[config.mk]
export PLATFORM = sky130hd
export DESIGN_NAME = pbws_xform
export DESIGN_NICKNAME = d
export VERILOG_FILES = /design/src/pbws_pkg.sv /design/src/pbws_xform.sv
export SDC_FILE = /design/constraint.sdc
export NUM_CORES = 1
export LEC_CHECK = 0
export ABC_AREA = 1
export BUFFER_PORTS_ARGS = -buffer_cell sky130_fd_sc_hd__buf_4
export CORE_UTILIZATION = 34
export DETAILED_ROUTE_END_ITERATION = 10
export PLACE_DENSITY = 0.85
export SLEW_MARGIN = 30
export SYNTH_ARGS = -nofsm -noshare
export SYNTH_HDL_FRONTEND = slang
export SYNTH_SLANG_ARGS = --single-unit
[constraint.sdc]
create_clock -name clk -period 1.55 [get_ports clk]
set_clock_uncertainty 0.2 [all_clocks]
set_input_delay 0.155 -clock clk [delete_from_list [all_inputs] [get_ports clk]]
set_output_delay 0.155 -clock clk [all_outputs]
set_load 0.02 [all_outputs]
[src/pbws_pkg.sv]
package pbws_pkg;

  // Field widths
  localparam int WORD_W = 32;
  localparam int KIND_W = 3;
  localparam int IDX_W  = 9;
  localparam int NIB_W  = 4;

  // Operation kinds
  localparam logic [KIND_W-1:0] KIND_WRITE = 3'd0;
  localparam logic [KIND_W-1:0] KIND_READ  = 3'd1;
  localparam logic [KIND_W-1:0] KIND_UP    = 3'd2;
  localparam logic [KIND_W-1:0] KIND_DOWN  = 3'd3;
  localparam logic [KIND_W-1:0] KIND_LEFT  = 3'd4;
  localparam logic [KIND_W-1:0] KIND_RIGHT = 3'd5;
  localparam logic [KIND_W-1:0] KIND_FLIP  = 3'd6;

  typedef struct packed {
    logic [KIND_W-1:0] kind;
    logic [IDX_W-1:0]  word_index;
    logic [WORD_W-1:0] write_word;
  } pbws_in_t;

  typedef struct packed {
    logic [WORD_W-1:0] read_word;
    logic [KIND_W-1:0] done_kind;
  } pbws_out_t;

  // Position flags of an address walker
  typedef struct packed {
    logic first;  // word 0 of its row
    logic last;   // last word of its row
    logic skip;   // flip: first visit of a pair's first row, no write
  } walk_stat_t;

endpackage

[src/pbws_xform.sv]
module pbws_xform (
  input  logic                        clk,
  input  logic [pbws_pkg::KIND_W-1:0] kind,
  input  logic                        adv,
  input  pbws_pkg::walk_stat_t        stat,
  input  logic [pbws_pkg::WORD_W-1:0] cur,
  input  logic [pbws_pkg::WORD_W-1:0] nxt,
  input  logic [pbws_pkg::WORD_W-1:0] far,
  output logic [pbws_pkg::WORD_W-1:0] wdata
);
  import pbws_pkg::*;

  logic [NIB_W-1:0] lo_r;   // leftmost pixel of the current row
  logic [NIB_W-1:0] hi_r;   // top pixel of the previous word
  logic [NIB_W-1:0] wrap_nib;

  // Nibble shift with the carry pixel from the neighbor word
  always_comb begin
    wrap_nib = '0;
    case (kind)
      KIND_LEFT: begin
        if (stat.last) begin
          wrap_nib = stat.first ? cur[NIB_W-1:0] : lo_r;
        end else begin
          wrap_nib = nxt[NIB_W-1:0];
        end
        wdata = (cur >> NIB_W) | {wrap_nib, {(WORD_W - NIB_W){1'b0}}};
      end
      KIND_RIGHT: begin
        wrap_nib = stat.first ? far[WORD_W-1 -: NIB_W] : hi_r;
        wdata    = (cur << NIB_W) | WORD_W'(wrap_nib);
      end
      default: begin
        wdata = cur;
      end
    endcase
  end

  always_ff @(posedge clk) begin
    if (adv) begin
      hi_r <= cur[WORD_W-1 -: NIB_W];
      if (stat.first) begin
        lo_r <= cur[NIB_W-1:0];
      end
    end
  end

endmodule
==> results.toml, run 1 <==
[floorplanning]
die_w_um = 60.3
dieArea_mm2 = 0.00363
core_mm2 = 0.00313
chipHeight_um = 60.3
num_rows = 20
pin_count = 136
start_util_pct = 36.9

[setup_path]
endpoint_kind = "output pin"
worstPathRequired_ps = 1190
worst_setup_path_start_kind = "input pin"
crit_arrival_ps = 1120
crit_path_max_fanout = 3
crit_type = "in -> out"
r2r_setup_slack_ps = 600
r2r_cells = 2

[routing]
avgViaCountPerCell = 4.84
antenna_left = 0
wl_per_cell_um = 11.3
wl_um = 3650
first_pass_iters = 4
num_vias = 1569
drc = 0
drt_iter0_markers = 52

[logic_synthesis]
netlist-cell-type-count = 16
yosys-top-cells-area = "nand2_1, edfxtp_1, nand3_2"
netlist_area_mm2 = 0.00115
synth_top_area_share_pct = 39.0
synth_seq_cells = 8
synth_top_cell_by_area = "nand2_1"
synth_fp_nets = 303
synth_seq_area_share_pct = 20.8
syn-mean-instance-area_um2 = 5.80
yosysWarnings = 0
synth_cells = 199

[timing]
tightest_slew_ps = 266
drv_slew = 0
post-route-period-util_pct = 94.9
rsz0062_at_grt = "false"
fmax_ghz = 0.680
finalSetupViolations = 0
fin_tns_setup_ps = 0
min_period_ps = 1470
hold_viol_final = 0
maxSlewHeadroom_pct = 82.2

[grt]
grt_pass1_wl_um = 5360
antenna_found_initial = 0
grt_overflow_total = 0
grt_use_total_pct = 20.0
grt_pass1_vias = 1343
grt_max_degree = 29

[clock_tree]
ctsHtreeMaxLevel = 1
numClockSinks = 8
root_buffer = "clkbuf_4"
cts_buffers = 3
worstSkewPairLatency_ps = 270
path_clk_slew_ps = 50
clock_path_buffers = 2
cts_tree = "yes"

[power]
seq_power_share_pct = 26.7
p_sw_share_pct = 38.6
power.density_mw_per_mm2 = 525
power.internal_mw = 0.602
p_switching_mw = 0.379
power.static_leakage_nw = 1.03
power.share.clock_pct = 16.9
pwr-share-comb_pct = 56.5
ir_worst_vdd_mv = 0.387

[placement]
portBuffers = 78
hpwl_um = 2820
globalplace.congestion = 0.806
dpl-instance-area_mm2 = 0.00177

[hold_path]
hold_path.class = "in -> reg"
whs_path_depth = 3

[final_layout]
multi_input_area_um2 = 823
layout_common_cells = "nand2_1, buf_4, nand3_1"
layout.nets = 386
n_antenna_cell = 0
mostFrequentLayoutCell = "nand2_1"
fill_cells = 314
drive_above_1_share_pct = 37.5
syn_to_final_growth_pct = 61.8
final_area_mm2 = 0.00187
register_area_um2 = 240

[outcome]
status = "finished clean"

[run]
cap_violations = 0
[state kept, by name (all words and copies together) (netlist names)]
name,flops
hi_r,4
lo_r,4
[per-stage QoR]
step                      util [%]  hold WS, ps  setup WS [ps]  std cells  total power [mW]
final                         59.7         5.51           79.2        324             0.981
after global routing          59.7         17.5           1.20        324              1.05
after CTS                     58.8         1.49           14.6        323             0.979
after detailed placement      56.5          161           70.7        315             0.802
after global placement        56.5          157           83.9        315             0.795
after floorplan                  -         53.9            212        199             0.543
[per-layer routing]
| layer | GRT usage (%) | up-vias | part of all wire, % | wire length, µm |
|---|---|---|---|---|
| li1 | - | 805 | - | - |
| met3 | 6.06 | 4 | 10 | 376 |
| met1 | 21.8 | 686 | 40 | 1460 |
| met4 | 6.98 | 0 | 1.3 | 46 |
| met2 | 36.1 | 74 | 48 | 1770 |
| met5 | 0 | - | 0 | 0 |
[power by group through the flow]
stage / sequential, mW / clock, mW / combinational, mW
after CTS: 0.261 / 0.171 / 0.548
after floorplan: 0.265 / 0 / 0.278
after global routing: 0.262 / 0.186 / 0.600
after global placement: 0.265 / 0 / 0.530
after detailed placement: 0.266 / 0 / 0.536
final: 0.261 / 0.166 / 0.554
[logic make-up after synthesis]
logic type / count (synthesis) / share of synthesized area, %
buffers and inverters: 18 / 8.88
flip-flops: 8 / 20.8
AND/OR/NAND/NOR: 173 / 70.3
[critical path, stage by stage]
cell,delay [ps]
dlygate4sd3_1,590
nand2_1,90
nand2_1,50
inv_1,50
nand2_1,60
buf_6,130
[Yosys cell counts]
master	n
nand2_1	120
nand3_1	22
nand3_2	15
nor2_1	9
edfxtp_1	8
inv_1	7
buf_2	5
nand4_1	4
buf_8	2
buf_1	1
buf_4	1
clkbuf_1	1
inv_4	1
nand2_4	1
nor2_4	1
nor2_8	1
[path summary, 6_finish.rpt]
kind,start,to
worst max-delay path,cur[30],wdata[30]
worst min-delay path,cur[2],lo_r[2]
worst max register to register,lo_r[2],lo_r[2]
worst min register to register,lo_r[0],lo_r[0]
[final cells by class]
type / count / area share [%]
Clock buffer: 3 / 1.21
Inverter: 8 / 1.74
Multi-Input combinational cell: 174 / 44.1
Sequential cell: 8 / 12.9
Tap cell: 44 / 2.95
Timing Repair Buffer: 87 / 37.2
[repair_timing]
item	4_1_cts	5_1_grt
hold buffers	5	0
resized for setup	0	1
hold endpoints to repair	12	0
buffers inserted	0	1
endpoints found under the setup margin	0	16
Note: power is estimated with default switching activity, not from simulation.
==> run 2, diff against run 1 <==
- CELL_PAD_IN_SITES_DETAIL_PLACEMENT: not set -> 1
- CELL_PAD_IN_SITES_GLOBAL_PLACEMENT: not set -> 1
- CORE_UTILIZATION: 34 -> 19
- PLACE_DENSITY: 0.85 -> 0.83
==> run 2 against run 1 <==
Against the previous run:
- wire length grew 23%
- hold slack gained 2.9 ps
- sequential power is essentially flat
- register-to-register slack is essentially flat
- utilization shrank 27 points
- fmax grew 0.86%
- combinational power grew 2%
- largest power group unchanged
==> results.toml, run 2 (synthesis results as in run 1) <==
[outcome]
status = "finished clean"

[floorplanning]
die_w_um = 80.0
num_rows = 28
pin_count = 136
start_util_pct = 19.6
chipHeight_um = 80.0
core_mm2 = 0.00589
dieArea_mm2 = 0.00639

[clock_tree]
cts_tree = "yes"
worstSkewPairLatency_ps = 230
root_buffer = "clkbuf_8"
path_clk_slew_ps = 40
ctsHtreeMaxLevel = 1
cts_buffers = 3
clock_path_buffers = 2
numClockSinks = 8

[routing]
wl_per_cell_um = 12.6
first_pass_iters = 4
drt_iter0_markers = 46
num_vias = 1601
wl_um = 4510
drc = 0
antenna_left = 0
avgViaCountPerCell = 4.48

[power]
ir_worst_vdd_mv = 0.221
power.static_leakage_nw = 1.06
power.density_mw_per_mm2 = 563

[final_layout]
layout_common_cells = "nand2_1, buf_4, nand3_1"
drive_above_1_share_pct = 38.7
n_antenna_cell = 0
layout.nets = 388
top_regs = "hi_r: 4 flops, lo_r: 4 flops"
post-route-util_pct = 32.9
syn_to_final_growth_pct = 67.5
mostFrequentLayoutCell = "nand2_1"

[timing]
drv_slew = 0
finalSetupViolations = 0
post-route-period-util_pct = 94.1
min_period_ps = 1460
tightest_slew_ps = 311
maxSlewHeadroom_pct = 79.2
rsz0062_at_grt = "false"
hold_viol_final = 0
fin_tns_setup_ps = 0
fmax_ghz = 0.686

[setup_path]
worstReg2RegEnd = "lo_r[2]"
path_cells = "buf_4 -> nand2_4 -> buf_4 -> nand2_1 -> nand2_1 -> inv_1 -> nand2_1 -> buf_4"
crit_path_max_fanout = 23
cpPeakStageDelay_ps = 280
endpoint_kind = "output pin"
r2r_cells = 2
crit_type = "in -> out"
crit_arrival_ps = 1100
worst_setup_path_start_kind = "input pin"
cpMaxStageDelayCell = "buf_4"
worstPathRequired_ps = 1190
r2r_setup_slack_ps = 590
r2r_start = "lo_r[2]"

[grt]
use_met2_pct = 26.4
top_usage_layer = "met2"
grt_overflow_total = 0
grt_use_total_pct = 14.3
grt_pass1_wl_um = 7070
antenna_found_initial = 0
grt_use_met1_pct = 16.2
grt_max_degree = 24
grt_pass1_vias = 1594
grt_use_met3_pct = 2.63

[hold_path]
hp-start = "adv"
whs_path_depth = 1
hold_path.class = "in -> reg"
min_to = "hi_r[0]"

[run]
cap_violations = 0

[placement]
globalplace.congestion = 0.780
portBuffers = 78
hpwl_um = 3740
-- run 2: layout make-up --
cell class              count  area, µm²
clock buffers               3       41.3
repair buffers             90        714
well taps                  75       93.8
inverters                   8       32.5
flip-flops and latches      8        240
fillers                   778       3950
multi-input cells         173        812
-- run 2: what timing repair did --
action,4_1_cts,5_1_grt
setup buffers,0,2
setup endpoints to repair,0,8
hold endpoints to repair,4,0
hold buffers,4,0
gates resized for setup,0,2
-- run 2: metrics by stage --
step / hold WS (ps) / setup slack [ps] / power, mW / area, µm² / instances
after floorplan: 53.9 / 212 / 0.543 / 1150 / 199
after global placement: 158 / 83.4 / 0.814 / 1840 / 349
after detailed placement: 158 / 49.0 / 0.825 / 1840 / 349
after CTS: 5.40 / 20.0 / 1.10 / 1920 / 356
after global routing: 6.95 / 11.8 / 1.16 / 1930 / 357
final: 8.37 / 91.8 / 1.09 / 1930 / 357
-- run 2: worst max-delay path by stage --
stage / start / end / slack (ps) / depth (start not counted)
floorplan: kind[2] / wdata[0] / 210 / 5
global placement: kind[1] / wdata[8] / 80 / 8
detailed placement: kind[1] / wdata[26] / 50 / 8
CTS: cur[28] / wdata[28] / 20 / 7
global route: kind[2] / wdata[30] / 10 / 8
finish: kind[2] / wdata[30] / 90 / 8
-- run 2: worst max-delay path: cells and delay by family --
family | cells | cell delay (ps)
simple gates | 4 | 340
buf+inv | 4 | 600
-- run 2: metal layers --
layer / vias to the layer above / share of wire (%)
met4: 0 / 1.4
met3: 5 / 7.1
met5: - / 0
met1: 741 / 42
met2: 51 / 50
li1: 804 / -
-- run 2: where the power goes --
group	switching [mW]	internal, mW
Sequential	0.00388	0.258
Combinational	0.307	0.258
Clock	0.0930	0.169
==> run 3, diff against run 2 <==
- PLACE_DENSITY: 0.83 -> not set
- PLACE_DENSITY_LB_ADDON: not set -> 0.08
==> run 3 against run 2 <==
Against the previous run:
- design area grew 1.7%
- flip-flop and latch count stayed put
- count of clock-buffer cells in the layout unchanged
- sequential power hardly changed
- critical path type unchanged
- critical endpoint is now wdata[6]
- largest cell class unchanged
==> results.toml, run 3 (synthesis results as in run 1) <==
[setup_path]
cpPeakStageDelay_ps = 170
path_cells = "buf_4 -> inv_2 -> nand2_4 -> nor2_8 -> buf_12 -> nand2_1 -> nand3_1 -> buf_4"
worstPathRequired_ps = 1190
crit_type = "in -> out"
crit_arrival_ps = 1090
endpoint_kind = "output pin"
crit_path_max_fanout = 22
worst_setup_path_start_kind = "input pin"
r2r_setup_slack_ps = 600
cpMaxStageDelayCell = "buf_12"
cp_common_cell = "buf_4"

[grt]
grt_use_total_pct = 14.1
grt_overflow_total = 0
grt_pass1_vias = 1513
antenna_found_initial = 0
grt_pass1_wl_um = 7090
grt_max_degree = 23

[floorplanning]
start_util_pct = 19.6
num_rows = 28
pin_count = 136
die_w_um = 80.0
core_mm2 = 0.00589
dieArea_mm2 = 0.00639
chipHeight_um = 80.0

[routing]
first_pass_iters = 4
wl_per_cell_um = 12.7
antenna_left = 0
wl_met3_um = 214
drc = 0
wl_um = 4590
highest_layer = "met4"
avgViaCountPerCell = 4.33
routedLengthMet1_um = 2190
num_vias = 1568
met2_length_um = 2130
drt_iter0_markers = 52

[timing]
fin_tns_setup_ps = 0
hold_viol_final = 0
finalSetupViolations = 0
tightest_slew_ps = 284
rsz0062_at_grt = "false"
setup_slack_ps = 107
fmax_ghz = 0.693
drv_slew = 0
min_period_ps = 1440
post-route-period-util_pct = 93.1
maxSlewHeadroom_pct = 81.0

[placement]
portBuffers = 78
dp_slack_ps = 54.9
globalplace.congestion = 0.692
hpwl_um = 3710
dpl-instance-area_mm2 = 0.00185

[clock_tree]
worstSkewPairLatency_ps = 230
clock_path_buffers = 2
path_clk_slew_ps = 40
ctsHtreeMaxLevel = 1
cts_buffers = 3
root_buffer = "clkbuf_8"
numClockSinks = 8
cts_tree = "yes"

[final_layout]
layout.nets = 393
top_regs = "hi_r: 4 flops, lo_r: 4 flops"
final_area_mm2 = 0.00197
drive_above_1_share_pct = 39.7
n_antenna_cell = 0
post-route-util_pct = 33.4
syn_to_final_growth_pct = 70.3
mostFrequentLayoutCell = "nand2_1"
layout_common_cells = "nand2_1, buf_4, nand3_1"

[power]
power.density_mw_per_mm2 = 553
p_total_mw = 1.09
ir_worst_vdd_mv = 0.271
power.static_leakage_nw = 1.07

[run]
cap_violations = 0

[outcome]
status = "finished clean"

[hold_path]
hold_path.class = "in -> reg"
## run 3: cell types whose count changed in the layout (fill, tap and decap cells not counted), sizes merged
cell,previous run,this run
buf,86,90
nand2,121,122
## run 3: repair_timing
action                                 in CTS  in global routing
hold buffers                                4                  0
gates resized for setup                     0                  1
endpoints found under the hold margin       4                  0
setup endpoints to repair                   0                  7
setup buffers                               0                  4
## run 3: where the power goes
group          leakage [nW]  internal (mW)  switching, mW  total (mW)
sequential           0.0789          0.259        0.00371       0.262
combinational         0.974          0.264          0.310       0.574
clock                0.0216          0.168         0.0824       0.251
## run 3: final timing paths
path,start,depth (start not counted),to
max,kind[1],8,wdata[6]
min,adv,1,lo_r[3]
max reg2reg,lo_r[3],2,lo_r[3]
min reg2reg,lo_r[0],2,lo_r[0]
## run 3: critical path, delay by kind of cell
family	cells	cell delay, ps
buffers and inverters	4	520
AND/OR/NAND/NOR	4	410
## run 3: cell type report
cell class	instances	area, µm²
timing repair buffer	94	741
sequential	8	240
multi-input combinational	174	818
clock buffer	3	41.3
tap	75	93.8
inverter	8	32.5
fill	776	3920
## run 3: routing by layer
layer  track usage [%]  up-vias
li1                  -      813
met1              18.7      709
met2              23.8       41
met3              1.49        5
met4              4.29        0
met5                 0        -
## run 3: metrics by stage
step	cells	hold slack [ps]
global placement	350	168
detailed placement	350	165
floorplan	199	53.9
finish	362	8.32
global route	362	14.1
CTS	357	9.01
