File: src/pbws_pkg.sv
package pbws_pkg;

  // Field widths
  localparam int WORD_W = 32;
  localparam int KIND_W = 3;
  localparam int IDX_W  = 9;
  localparam int NIB_W  = 4;

  // Operation kinds
  localparam logic [KIND_W-1:0] KIND_WRITE = 3'd0;
  localparam logic [KIND_W-1:0] KIND_READ  = 3'd1;
  localparam logic [KIND_W-1:0] KIND_UP    = 3'd2;
  localparam logic [KIND_W-1:0] KIND_DOWN  = 3'd3;
  localparam logic [KIND_W-1:0] KIND_LEFT  = 3'd4;
  localparam logic [KIND_W-1:0] KIND_RIGHT = 3'd5;
  localparam logic [KIND_W-1:0] KIND_FLIP  = 3'd6;

  typedef struct packed {
    logic [KIND_W-1:0] kind;
    logic [IDX_W-1:0]  word_index;
    logic [WORD_W-1:0] write_word;
  } pbws_in_t;

  typedef struct packed {
    logic [WORD_W-1:0] read_word;
    logic [KIND_W-1:0] done_kind;
  } pbws_out_t;

  // Position flags of an address walker
  typedef struct packed {
    logic first;  // word 0 of its row
    logic last;   // last word of its row
    logic skip;   // flip: first visit of a pair's first row, no write
  } walk_stat_t;

endpackage

File: src/pbws_walk.sv
module pbws_walk #(
  parameter int ROWS          = 64,
  parameter int WORDS_PER_ROW = 8,
  parameter int AW            = $clog2(ROWS * WORDS_PER_ROW)
) (
  input  logic                        clk,
  input  logic                        rst_n,
  input  logic                        start,
  input  logic [pbws_pkg::KIND_W-1:0] start_kind,
  input  logic                        ahead,
  input  logic                        step,
  output logic [AW-1:0]               addr,
  output pbws_pkg::walk_stat_t        stat
);
  import pbws_pkg::*;

  localparam int CW = (WORDS_PER_ROW > 1) ? $clog2(WORDS_PER_ROW) : 1;
  localparam int KW = $clog2(ROWS + 1);
  localparam int RW = $clog2(ROWS);

  // Flip visits each row pair as first row, second row, first row again
  localparam logic [1:0] PH_A = 2'd0;
  localparam logic [1:0] PH_B = 2'd1;
  localparam logic [1:0] PH_C = 2'd2;

  logic [KIND_W-1:0] op_r, op_nxt;
  logic [CW-1:0]     c_r, c_nxt;
  logic [KW-1:0]     k_r, k_nxt;
  logic [1:0]        ph_r, ph_nxt;
  logic [RW-1:0]     row;
  logic              last_word;

  assign last_word = (c_r == CW'(WORDS_PER_ROW - 1));

  // Word and row-chunk counters
  always_comb begin
    op_nxt = op_r;
    c_nxt  = c_r;
    k_nxt  = k_r;
    ph_nxt = ph_r;
    if (start) begin
      op_nxt = start_kind;
      c_nxt  = '0;
      k_nxt  = '0;
      ph_nxt = PH_A;
      if (ahead) begin
        if (start_kind == KIND_FLIP) begin
          ph_nxt = PH_B;
        end else begin
          k_nxt = KW'(1);
        end
      end
    end else if (step) begin
      if (last_word) begin
        c_nxt = '0;
        if (op_r == KIND_FLIP) begin
          if (ph_r == PH_C) begin
            ph_nxt = PH_A;
            k_nxt  = k_r + KW'(1);
          end else begin
            ph_nxt = ph_r + 2'd1;
          end
        end else begin
          k_nxt = k_r + KW'(1);
        end
      end else begin
        c_nxt = c_r + CW'(1);
      end
    end
  end

  always_ff @(posedge clk) begin
    if (!rst_n) begin
      op_r <= KIND_WRITE;
      c_r  <= '0;
      k_r  <= '0;
      ph_r <= PH_A;
    end else begin
      op_r <= op_nxt;
      c_r  <= c_nxt;
      k_r  <= k_nxt;
      ph_r <= ph_nxt;
    end
  end

  // Chunk number to canvas row
  always_comb begin
    case (op_r)
      KIND_UP: begin
        row = (k_r == '0) ? '0 : RW'(KW'(ROWS) - k_r);
      end
      KIND_DOWN: begin
        row = (k_r == KW'(ROWS)) ? '0 : RW'(k_r);
      end
      KIND_FLIP: begin
        row = (ph_r == PH_B) ? RW'(KW'(ROWS - 1) - k_r) : RW'(k_r);
      end
      default: begin
        row = RW'(k_r);
      end
    endcase
  end

  assign addr       = AW'(row) * AW'(WORDS_PER_ROW) + AW'(c_r);
  assign stat.first = (c_r == '0);
  assign stat.last  = last_word;
  assign stat.skip  = (op_r == KIND_FLIP) && (ph_r == PH_A);

endmodule

File: config.mk
export PLATFORM = sky130hd
export DESIGN_NAME = pbws_walk
export DESIGN_NICKNAME = d
export VERILOG_FILES = /design/src/pbws_pkg.sv /design/src/pbws_walk.sv
export SDC_FILE = /design/constraint.sdc
export NUM_CORES = 1
export LEC_CHECK = 0
export BUFFER_PORTS_ARGS = -buffer_cell sky130_fd_sc_hd__buf_2
export CAP_MARGIN = 15
export CORE_ASPECT_RATIO = 1.4
export CORE_MARGIN = 2
export CORE_UTILIZATION = 50
export DETAILED_ROUTE_END_ITERATION = 7
export PLACE_DENSITY = 0.73
export SYNTH_ARGS = -nofsm -noshare
export SYNTH_HDL_FRONTEND = slang
export SYNTH_SLANG_ARGS = --single-unit
File: constraint.sdc
create_clock -name clk -period 2.8 [get_ports clk]
set_input_delay 0.56 -clock clk [delete_from_list [all_inputs] [get_ports clk]]
set_output_delay 0.56 -clock clk [all_outputs]
set_load 0.03 [all_outputs]
==> run_summary.xml, run 1 <==
<?xml version="1.0" encoding="UTF-8"?>
<metrics>
  <group name="synthesis">
    <metric name="async_set_or_reset_register_ratio_after_synthesis" unit="%">0</metric>
    <metric name="synthTopCellsByArea" unit="">dfxtp_1 28%, ha_1 5.8%, mux2i_1 5.5%</metric>
    <metric name="netlist_area" unit="mm2">0.00108</metric>
    <metric name="ys.flop_type" unit="">dfxtp_1</metric>
    <metric name="synth_top_area_share" unit="%">27.7</metric>
    <metric name="syn-mean-instance-area" unit="um2">8.15</metric>
    <metric name="synthesis_stage_register_bit_count" unit="">15</metric>
    <metric name="unique_masters_post_synth" unit="">46</metric>
    <metric name="ys_warn_count" unit="">0</metric>
    <metric name="synth_area_leader_cell" unit="">dfxtp_1</metric>
    <metric name="most_numerous_cell_in_the_yosys_netlist" unit="">dfxtp_1</metric>
    <metric name="synth_cells" unit="">133</metric>
    <metric name="netlist_top_cells_count" unit="">15 x dfxtp_1, 12 x nor2_1, 8 x inv_1</metric>
    <metric name="count_of_flip_flops_with_a_built_in_enable_after_synthesis" unit="">0</metric>
    <metric name="postSynthNetCount" unit="">146</metric>
    <metric name="synth.yosys.seq_area_share" unit="%">27.7</metric>
  </group>
  <group name="grt">
    <metric name="grt_max_degree" unit="">15</metric>
    <metric name="first_global_vias" unit="">869</metric>
    <metric name="antenna_violations_before_repair" unit="">0</metric>
    <metric name="gr-total-overflow" unit="">0</metric>
    <metric name="total_routing_usage_reported_by_global_routing" unit="%">18.6</metric>
    <metric name="grt_pass1_wl" unit="mm">3.70</metric>
  </group>
  <group name="timing">
    <metric name="clock.fmax" unit="MHz">383</metric>
    <metric name="post-route-worst-setup-slack" unit="ns">0.187</metric>
    <metric name="period_minus_slack" unit="ns">2.61</metric>
    <metric name="slew_viol_final" unit="">0</metric>
    <metric name="timing.clock.skew" unit="ns">0.00762</metric>
    <metric name="grt_setup_unrepaired" unit="">no</metric>
    <metric name="setup_tns" unit="ns">0</metric>
    <metric name="worst_hold_margin" unit="ns">0.522</metric>
    <metric name="slew-limit-headroom" unit="%">65.9</metric>
    <metric name="min_period_over_period" unit="%">93.3</metric>
    <metric name="tightest_slew" unit="ns">0.511</metric>
    <metric name="setup_viol" unit="">0</metric>
    <metric name="final-hold-violation-count" unit="">0</metric>
  </group>
  <group name="floorplanning">
    <metric name="starting_density_of_the_core" unit="%">54.3</metric>
    <metric name="die-height" unit="um">59.1</metric>
    <metric name="top_level_ports" unit="">20</metric>
    <metric name="floorplan.die.width" unit="um">43.3</metric>
    <metric name="floorplan.core_area" unit="mm2">0.00200</metric>
    <metric name="placement_rows" unit="">19</metric>
    <metric name="fp.dieArea" unit="mm2">0.00256</metric>
  </group>
  <group name="drt">
    <metric name="vias" unit="">954</metric>
    <metric name="ant_nets" unit="">0</metric>
    <metric name="drt_drc" unit="">0</metric>
    <metric name="routed_wire_length" unit="mm">2.11</metric>
    <metric name="drt-pass1-iter-count" unit="">3</metric>
    <metric name="route.detailed.vias_per_inst" unit="">5.78</metric>
    <metric name="initialDrtViolationCount" unit="">14</metric>
    <metric name="wl_per_cell" unit="um">12.8</metric>
  </group>
  <group name="worst_setup_path">
    <metric name="critical_path_arrival" unit="ns">2.05</metric>
    <metric name="nature_of_the_critical_path_startpoint" unit="">register</metric>
    <metric name="critical_path_depth_in_cells" unit="">7</metric>
    <metric name="worstSetupEndpointType" unit="">output pin</metric>
    <metric name="cell_count_of_the_worst_reg_to_reg_path" unit="">5</metric>
    <metric name="critical_path.startpoint" unit="">k_r[1]</metric>
    <metric name="reg2reg_setup_slack" unit="ns">1.04</metric>
    <metric name="worstPathCellList" unit="">inv_1 -&gt; ha_1 -&gt; nor2b_1 -&gt; a211o_1 -&gt; o41ai_2 -&gt; a211o_1 -&gt; buf_2</metric>
    <metric name="crit_path_max_incr_delay" unit="ns">0.42</metric>
    <metric name="timing.critical_path.mode_cell" unit="">a211o_1</metric>
    <metric name="worstReg2RegStart" unit="">c_r[0]</metric>
    <metric name="crit_path_max_fanout" unit="">9</metric>
    <metric name="path_delay_family" unit="">compound AO/OA/AOI/OAI gates</metric>
    <metric name="required" unit="ns">2.24</metric>
    <metric name="worstSetupEndpoint" unit="">addr[6]</metric>
    <metric name="r2r-end" unit="">k_r[6]</metric>
    <metric name="critical_path.n_buffers_inverters" unit="">2</metric>
    <metric name="crit_slowest_cell" unit="">dfxtp_2</metric>
    <metric name="timing_worst_setup_path_type" unit="">register to output pin</metric>
  </group>
  <group name="power">
    <metric name="power_density" unit="mW/mm2">351</metric>
    <metric name="worst_ir_drop_vdd" unit="V">0.000316</metric>
    <metric name="p_leak" unit="nW">0.528</metric>
  </group>
  <group name="clocking">
    <metric name="post_cts_sizing" unit="">0</metric>
    <metric name="count_of_hold_fix_buffers_inserted_at_cts" unit="">0</metric>
    <metric name="clk_pin_slew" unit="ns">0.09</metric>
    <metric name="clock_latency" unit="ns">0.28</metric>
    <metric name="cts_htree_levels" unit="">1</metric>
    <metric name="cts_buffers" unit="">3</metric>
    <metric name="sinks_on_clock_net" unit="">15</metric>
    <metric name="cts_tree" unit="">built</metric>
    <metric name="cts_setup_buffers" unit="">0</metric>
    <metric name="cts_root_buffer" unit="">clkbuf_4</metric>
    <metric name="clock_tree.buffer_depth" unit="">2</metric>
  </group>
  <group name="placement">
    <metric name="place_hpwl" unit="mm">1.63</metric>
    <metric name="gp_congestion" unit="">0.841</metric>
    <metric name="dp_cells" unit="">161</metric>
    <metric name="portBuffers" unit="">19</metric>
    <metric name="dpl_worst_slack" unit="ns">0.372</metric>
  </group>
  <group name="finish">
    <metric name="post_synthesis_to_final_layout_area_growth" unit="%">8.89</metric>
    <metric name="antenna_cells" unit="">0</metric>
    <metric name="drive_above_1_share" unit="%">20.8</metric>
    <metric name="nets" unit="">158</metric>
    <metric name="final_cell_count_no_fill" unit="">165</metric>
  </group>
  <group name="worst_hold_path">
    <metric name="hold_crit_class" unit="">register to register</metric>
  </group>
  <group name="flow_run">
    <metric name="maxCapViolations" unit="">0</metric>
  </group>
  <group name="outcome">
    <metric name="outcome" unit="">finished, final reports clean</metric>
  </group>
</metrics>
## logic make-up (layout without fill, tap and decap cells)
group	after synthesis	after routing	share of synthesized area, %
flops	15	15	27.7
mux	6	6	5.54
simple gates	50	50	26.4
xor+xnor	8	8	6.47
buf+inv	20	31	7.85
compound gates	29	29	20.2
fa+ha+maj	5	5	5.77
## registers in the layout, indices dropped and copies added, names as in the netlist
name,count
c_r,3
k_r,7
op_r,3
ph_r,2
## cells in the final DEF (no fill, tap or decap), types with 3 or more instances in the layout
cell / count
inv_1: 8
nand2_1: 6
xor2_1: 4
buf_2: 19
xnor2_1: 4
nor2b_1: 6
a21oi_1: 4
nand2b_1: 4
dfxtp_1: 13
ha_1: 5
o21ai_0: 5
mux2i_1: 6
clkbuf_4: 3
nor2_1: 12
nor3_1: 5
## per-stage QoR
step           util [%]  area, um2  power, W
5_1_grt            59.1       1180  0.000434
6_report           59.1       1180  0.000414
4_1_cts            59.0       1180  0.000418
3_5_place_dp       57.6       1150  0.000297
3_3_place_gp       57.6       1150  0.000295
2_1_floorplan         -       1080  0.000280
## report_power, final
group | leakage (nW) | internal [W] | switching, W
logic | 0.387 | 0.0000266 | 0.0000354
registers | 0.123 | 0.000219 | 0.0000114
clock network | 0.0177 | 0.0000530 | 0.0000689
## routing by layer
layer  vias to the layer above  track usage, %  part of all wire, %
met5                         -               0                    0
met4                         0            6.93                  1.4
met3                         4            3.05                  2.3
met2                        11            32.0                   51
met1                       445            23.0                   46
li1                        494               -                    -
## worst reg2reg max path, cell delays in order (launching register included)
cell	delay (ns)
dfxtp_1	0.41
ha_1	0.17
ha_1	0.25
nand4_1	0.20
or4_1	0.52
a21oi_1	0.15
## worst min-delay path by stage
stage,slack [ns],depth (start not counted),start,to
after global routing,0.55,2,rst_n,ph_r[0]
after CTS,0.52,2,k_r[6],k_r[6]
final,0.52,2,k_r[6],k_r[6]
after global placement,0.50,2,k_r[6],k_r[6]
after detailed placement,0.51,2,k_r[6],k_r[6]
after floorplan,0.46,2,k_r[6],k_r[6]
## cell type report
type | count | area [um2]
Inverter | 8 | 30.0
Timing Repair Buffer | 19 | 95.1
Clock buffer | 3 | 22.5
Tap cell | 21 | 26.3
Sequential cell | 15 | 303
Multi-Input combinational cell | 98 | 698
Clock inverter | 1 | 5.00
Fill cell | 198 | 817
Power figures use the tool's default switching activity.
==> run 2: changes to the inputs <==
BUFFER_PORTS_ARGS = -buffer_cell sky130_fd_sc_hd__clkbuf_2   (was -buffer_cell sky130_fd_sc_hd__buf_2)
==> run 2 against run 1 <==
Sequential power about the same. Register-to-register slack worse by 0.02 ns. Via count up 0.73%. Combinational power hardly changed. Critical endpoint unchanged. Largest cell class unchanged.
==> run_summary.xml, run 2 (synthesis gave the netlist of run 1 again) <==
<?xml version="1.0" encoding="UTF-8"?>
<metrics>
  <group name="placement">
    <metric name="place_hpwl" unit="mm">1.66</metric>
    <metric name="dp_cells" unit="">161</metric>
    <metric name="gp_congestion" unit="">0.840</metric>
    <metric name="place_area" unit="mm2">0.00115</metric>
    <metric name="portBuffers" unit="">19</metric>
  </group>
  <group name="timing">
    <metric name="tightest_slew" unit="ns">0.529</metric>
    <metric name="setup_tns" unit="ns">0</metric>
    <metric name="slew-limit-headroom" unit="%">64.7</metric>
    <metric name="setup_viol" unit="">0</metric>
    <metric name="min_period_over_period" unit="%">94.5</metric>
    <metric name="clock.fmax" unit="MHz">378</metric>
    <metric name="timing.clock.skew" unit="ns">0.00802</metric>
    <metric name="slew_viol_final" unit="">0</metric>
    <metric name="grt_setup_unrepaired" unit="">no</metric>
    <metric name="period_minus_slack" unit="ns">2.65</metric>
    <metric name="final-hold-violation-count" unit="">0</metric>
  </group>
  <group name="power">
    <metric name="p_comb_share" unit="%">15.0</metric>
    <metric name="cell_internal_power_dissipation" unit="W">0.000298</metric>
    <metric name="p_leak" unit="nW">0.521</metric>
    <metric name="worst_ir_drop_vdd" unit="V">0.000259</metric>
    <metric name="finalPower" unit="W">0.000413</metric>
    <metric name="seq_power_share" unit="%">55.7</metric>
    <metric name="power.share.switching" unit="%">27.8</metric>
    <metric name="clock_power_share" unit="%">29.3</metric>
    <metric name="power_density" unit="mW/mm2">350</metric>
    <metric name="net-switching-power" unit="W">0.000115</metric>
  </group>
  <group name="drt">
    <metric name="route.detailed.vias_per_inst" unit="">5.82</metric>
    <metric name="drt-pass1-iter-count" unit="">4</metric>
    <metric name="ant_nets" unit="">0</metric>
    <metric name="drt_drc" unit="">0</metric>
    <metric name="wl_per_cell" unit="um">13.0</metric>
    <metric name="initialDrtViolationCount" unit="">28</metric>
    <metric name="vias" unit="">961</metric>
    <metric name="routed_wire_length" unit="mm">2.14</metric>
  </group>
  <group name="finish">
    <metric name="antenna_cells" unit="">0</metric>
    <metric name="nets" unit="">158</metric>
    <metric name="drive_above_1_share" unit="%">20.8</metric>
    <metric name="layout.cells.most_common_list" unit="">19 x clkbuf_2, 13 x dfxtp_1, 12 x nor2_1</metric>
    <metric name="finalInstanceArea" unit="mm2">0.00118</metric>
    <metric name="multiInputGateArea" unit="um2">698</metric>
    <metric name="area.sequential" unit="um2">303</metric>
    <metric name="final_cell_count_no_fill" unit="">165</metric>
    <metric name="fillCellCount" unit="">199</metric>
    <metric name="number_of_flip_flops_under_the_largest_register_name" unit="">7</metric>
    <metric name="final_common_cell" unit="">clkbuf_2</metric>
    <metric name="post_synthesis_to_final_layout_area_growth" unit="%">8.89</metric>
    <metric name="registers_with_the_most_flip_flops" unit="">k_r: 7 flops, c_r: 3 flops, op_r: 3 flops</metric>
    <metric name="most_flop_heavy_register" unit="">k_r</metric>
  </group>
  <group name="clocking">
    <metric name="cts_root_buffer" unit="">clkbuf_4</metric>
    <metric name="clock_tree.buffer_depth" unit="">2</metric>
    <metric name="sinks_on_clock_net" unit="">15</metric>
    <metric name="cts_tree" unit="">built</metric>
    <metric name="clock_latency" unit="ns">0.28</metric>
    <metric name="cts_htree_levels" unit="">1</metric>
    <metric name="cts_buffers" unit="">3</metric>
    <metric name="cts_setup_buffers" unit="">0</metric>
    <metric name="clk_pin_slew" unit="ns">0.09</metric>
  </group>
  <group name="worst_hold_path">
    <metric name="hold_crit_class" unit="">register to register</metric>
    <metric name="worstHoldPathCells" unit="">2</metric>
  </group>
  <group name="flow_run">
    <metric name="maxCapViolations" unit="">0</metric>
  </group>
  <group name="grt">
    <metric name="grt_pass1_wl" unit="mm">3.65</metric>
    <metric name="first_global_vias" unit="">870</metric>
    <metric name="antenna_violations_before_repair" unit="">0</metric>
    <metric name="grt_max_degree" unit="">15</metric>
    <metric name="gr-total-overflow" unit="">0</metric>
    <metric name="total_routing_usage_reported_by_global_routing" unit="%">18.7</metric>
  </group>
  <group name="floorplanning">
    <metric name="floorplan.core_area" unit="mm2">0.00200</metric>
    <metric name="top_level_ports" unit="">20</metric>
    <metric name="die-height" unit="um">59.1</metric>
    <metric name="placement_rows" unit="">19</metric>
    <metric name="fp.dieArea" unit="mm2">0.00256</metric>
    <metric name="starting_density_of_the_core" unit="%">54.3</metric>
    <metric name="floorplan.die.width" unit="um">43.3</metric>
  </group>
  <group name="worst_setup_path">
    <metric name="worstSetupEndpointType" unit="">output pin</metric>
    <metric name="critical_path_arrival" unit="ns">2.09</metric>
    <metric name="cell_count_of_the_worst_reg_to_reg_path" unit="">5</metric>
    <metric name="timing_worst_setup_path_type" unit="">register to output pin</metric>
    <metric name="crit_path_max_fanout" unit="">9</metric>
    <metric name="required" unit="ns">2.24</metric>
    <metric name="nature_of_the_critical_path_startpoint" unit="">register</metric>
  </group>
  <group name="outcome">
    <metric name="outcome" unit="">finished, final reports clean</metric>
  </group>
</metrics>
-- run 2: final cells by class --
type	count	area share, %
Tap cell	21	2.23
Clock buffer	3	1.91
Inverter	8	2.55
Clock inverter	1	0.424
Sequential cell	15	25.7
Timing Repair Buffer	19	8.06
Multi-Input combinational cell	98	59.2
-- run 2: worst max-delay path: stages, from the launching register on --
cell      delay [ns]
dfxtp_2         0.42
inv_1           0.09
ha_1            0.19
nor2b_1         0.15
a211o_1         0.34
o41ai_2         0.26
a211o_1         0.17
clkbuf_2        0.19
-- run 2: what timing repair did --
item,in CTS,in global routing
endpoints found under the setup margin,0,1
hold buffers,0,0
resized for setup,0,2
-- run 2: power by group through the flow --
stage               Sequential (W)  Clock, W  Combinational (W)
detailed placement        0.000235         0          0.0000622
global route              0.000231  0.000134          0.0000688
CTS                       0.000230  0.000126          0.0000624
floorplan                 0.000231         0          0.0000495
finish                    0.000230  0.000121          0.0000618
global placement          0.000234         0          0.0000606
-- run 2: worst paths after layout --
kind              startpoint  endpoint  slack (ns)
setup / recovery      k_r[1]   addr[6]        0.15
hold / removal        k_r[6]    k_r[6]        0.52
hold reg to reg       k_r[6]    k_r[6]        0.52
setup reg to reg      c_r[0]    k_r[6]        1.02
-- run 2: through the flow --
step           hold WS (ns)  utilization [%]  setup slack, ns
5_1_grt               0.548             59.1           0.0743
3_5_place_dp          0.504             57.6            0.348
4_1_cts               0.518             59.0           0.0341
2_1_floorplan         0.465                -            0.359
6_report              0.515             59.1            0.154
3_3_place_gp          0.499             57.6            0.443
-- run 2: routing by layer --
metal | up-vias | global-route usage [%] | wire (um)
met1 | 447 | 20.8 | 900
met5 | - | 0 | 0
met4 | 0 | 7.79 | 17
met2 | 17 | 34.5 | 1160
met3 | 2 | 2.74 | 66
li1 | 495 | - | -
==> run 3: changes to the inputs <==
clock period = 2.65 ns   (was 2.8 ns; I/O delays follow)
==> run 3 against run 2 <==
Die area did not move. Final cell count rose by 3.0%. Flip-flop and latch count did not move. Combinational power rose by 16%. Critical path depth did not move. Worst setup slack got worse by 0.14 ns. Wire length rose by 12%. Clock skew fell by 0.0016 ns. Sequential power rose by 5%. Global-route usage barely moved. Design area rose by 4.6%. Utilization rose by 2.7 points.
==> run_summary.xml, run 3 (synthesis gave the netlist of run 1 again) <==
<?xml version="1.0" encoding="UTF-8"?>
<metrics>
  <group name="worst_setup_path">
    <metric name="timing_worst_setup_path_type" unit="">register to output pin</metric>
    <metric name="critical_path.startpoint" unit="">k_r[1]</metric>
    <metric name="worstReg2RegStart" unit="">c_r[0]</metric>
    <metric name="worstSetupEndpointType" unit="">output pin</metric>
    <metric name="critical_path_arrival" unit="ns">2.10</metric>
    <metric name="nature_of_the_critical_path_startpoint" unit="">register</metric>
    <metric name="crit_path_max_fanout" unit="">7</metric>
    <metric name="required" unit="ns">2.12</metric>
  </group>
  <group name="grt">
    <metric name="grt_max_degree" unit="">15</metric>
    <metric name="grt_pass1_wl" unit="mm">3.65</metric>
    <metric name="gr-total-overflow" unit="">0</metric>
    <metric name="antenna_violations_before_repair" unit="">0</metric>
    <metric name="first_global_vias" unit="">873</metric>
    <metric name="total_routing_usage_reported_by_global_routing" unit="%">18.7</metric>
  </group>
  <group name="timing">
    <metric name="clock.fmax" unit="MHz">380</metric>
    <metric name="period_minus_slack" unit="ns">2.63</metric>
    <metric name="setup_viol" unit="">0</metric>
    <metric name="slew_viol_final" unit="">0</metric>
    <metric name="min_period_over_period" unit="%">99.4</metric>
    <metric name="setup_tns" unit="ns">0</metric>
    <metric name="final-hold-violation-count" unit="">0</metric>
    <metric name="timing.clock.skew" unit="ns">0.00644</metric>
    <metric name="tightest_slew" unit="ns">0.499</metric>
    <metric name="post-route-worst-setup-slack" unit="ns">0.0152</metric>
    <metric name="slew-limit-headroom" unit="%">66.7</metric>
  </group>
  <group name="clocking">
    <metric name="clk_pin_slew" unit="ns">0.09</metric>
    <metric name="cts_root_buffer" unit="">clkbuf_4</metric>
    <metric name="clock_tree.buffer_depth" unit="">2</metric>
    <metric name="sinks_on_clock_net" unit="">15</metric>
    <metric name="cts_tree" unit="">built</metric>
    <metric name="cts_htree_levels" unit="">1</metric>
    <metric name="count_of_hold_fix_buffers_inserted_at_cts" unit="">0</metric>
    <metric name="clock_latency" unit="ns">0.28</metric>
    <metric name="cts_buffers" unit="">3</metric>
  </group>
  <group name="power">
    <metric name="worst_ir_drop_vdd" unit="V">0.000267</metric>
    <metric name="power.share.switching" unit="%">28.3</metric>
    <metric name="seq_power_share" unit="%">54.5</metric>
    <metric name="net-switching-power" unit="W">0.000125</metric>
    <metric name="power_density" unit="mW/mm2">358</metric>
    <metric name="cell_internal_power_dissipation" unit="W">0.000317</metric>
    <metric name="p_leak" unit="nW">0.549</metric>
    <metric name="finalPower" unit="W">0.000442</metric>
    <metric name="p_comb_share" unit="%">16.2</metric>
    <metric name="clock_power_share" unit="%">29.2</metric>
  </group>
  <group name="finish">
    <metric name="nets" unit="">163</metric>
    <metric name="final_cell_count_no_fill" unit="">170</metric>
    <metric name="final_common_cell" unit="">clkbuf_2</metric>
    <metric name="number_of_flip_flops_under_the_largest_register_name" unit="">7</metric>
    <metric name="post_synthesis_to_final_layout_area_growth" unit="%">13.9</metric>
    <metric name="layout.cells.most_common_list" unit="">18 x clkbuf_2, 13 x dfxtp_1, 12 x nor2_1</metric>
    <metric name="area.sequential" unit="um2">308</metric>
    <metric name="registers_with_the_most_flip_flops" unit="">k_r: 7 flops, c_r: 3 flops, op_r: 3 flops</metric>
    <metric name="multiInputGateArea" unit="um2">703</metric>
    <metric name="antenna_cells" unit="">0</metric>
    <metric name="drive_above_1_share" unit="%">25.5</metric>
    <metric name="most_flop_heavy_register" unit="">k_r</metric>
    <metric name="final_core_util" unit="%">61.8</metric>
    <metric name="fillCellCount" unit="">191</metric>
  </group>
  <group name="drt">
    <metric name="route.detailed.vias_per_inst" unit="">5.94</metric>
    <metric name="drt-pass1-iter-count" unit="">4</metric>
    <metric name="ant_nets" unit="">0</metric>
    <metric name="vias" unit="">1010</metric>
    <metric name="drt_drc" unit="">0</metric>
    <metric name="wl_per_cell" unit="um">14.1</metric>
    <metric name="routed_wire_length" unit="mm">2.40</metric>
    <metric name="initialDrtViolationCount" unit="">25</metric>
  </group>
  <group name="floorplanning">
    <metric name="floorplan.core_area" unit="mm2">0.00200</metric>
    <metric name="fp.dieArea" unit="mm2">0.00256</metric>
    <metric name="placement_rows" unit="">19</metric>
    <metric name="floorplan.die.width" unit="um">43.3</metric>
    <metric name="starting_density_of_the_core" unit="%">54.3</metric>
    <metric name="top_level_ports" unit="">20</metric>
    <metric name="die-height" unit="um">59.1</metric>
  </group>
  <group name="flow_run">
    <metric name="maxCapViolations" unit="">0</metric>
  </group>
  <group name="placement">
    <metric name="gp_congestion" unit="">0.840</metric>
    <metric name="dp_cells" unit="">161</metric>
    <metric name="dpl_worst_slack" unit="ns">0.228</metric>
    <metric name="place_hpwl" unit="mm">1.66</metric>
    <metric name="portBuffers" unit="">19</metric>
  </group>
  <group name="worst_hold_path">
    <metric name="start_point_of_the_worst_hold_path" unit="">k_r[6]</metric>
    <metric name="hold_crit_class" unit="">register to register</metric>
  </group>
  <group name="outcome">
    <metric name="outcome" unit="">finished, final reports clean</metric>
  </group>
</metrics>
-- run 3: area by class of cell --
cell class / count / share of cell area, %
multi-input combinational: 98 / 57.0
sequential: 15 / 24.9
timing repair buffer: 24 / 11.3
inverter: 8 / 2.43
tap: 21 / 2.13
clock buffer: 3 / 1.83
clock inverter: 1 / 0.406
-- run 3: repair_timing --
item / 4_1_cts / 5_1_grt
setup buffers: 0 / 5
resized for setup: 2 / 9
pin swaps: 0 / 3
setup endpoints to repair: 1 / 1
-- run 3: through the flow --
step | hold WS, ns | cell area, um2
6_report | 0.518 | 1230
5_1_grt | 0.517 | 1230
4_1_cts | 0.516 | 1180
3_5_place_dp | 0.504 | 1150
3_3_place_gp | 0.499 | 1150
2_1_floorplan | 0.465 | 1080
-- run 3: worst max-delay path, cell delays in order, from the launching register on --
cell	delay, ns
dfxtp_4	0.39
inv_2	0.06
ha_2	0.17
nor2b_2	0.16
a211o_1	0.37
o41ai_2	0.36
a211o_1	0.19
buf_6	0.13
-- run 3: routing by layer --
metal	wire length [um]	track usage (%)	part of all wire [%]	up-vias
li1	-	-	-	504
met1	995	20.8	42	479
met2	1290	34.5	54	23
met3	78	2.74	3.3	4
met4	33	7.79	1.4	0
met5	0	0	0	-
-- run 3: final timing paths --
check | to | slack (ns) | cells past startpoint
setup reg to reg | k_r[6] | 0.87 | 5
hold reg to reg | k_r[6] | 0.52 | 2
hold / removal | k_r[6] | 0.52 | 2
setup / recovery | addr[6] | 0.02 | 7
-- run 3: power by group through the flow --
stage | clock network, W | logic (W) | registers [W]
final | 0.000129 | 0.0000717 | 0.000241
after detailed placement | 0 | 0.0000657 | 0.000248
after floorplan | 0 | 0.0000523 | 0.000244
after global placement | 0 | 0.0000641 | 0.000247
after global routing | 0.000142 | 0.0000785 | 0.000242
after CTS | 0.000133 | 0.0000659 | 0.000243
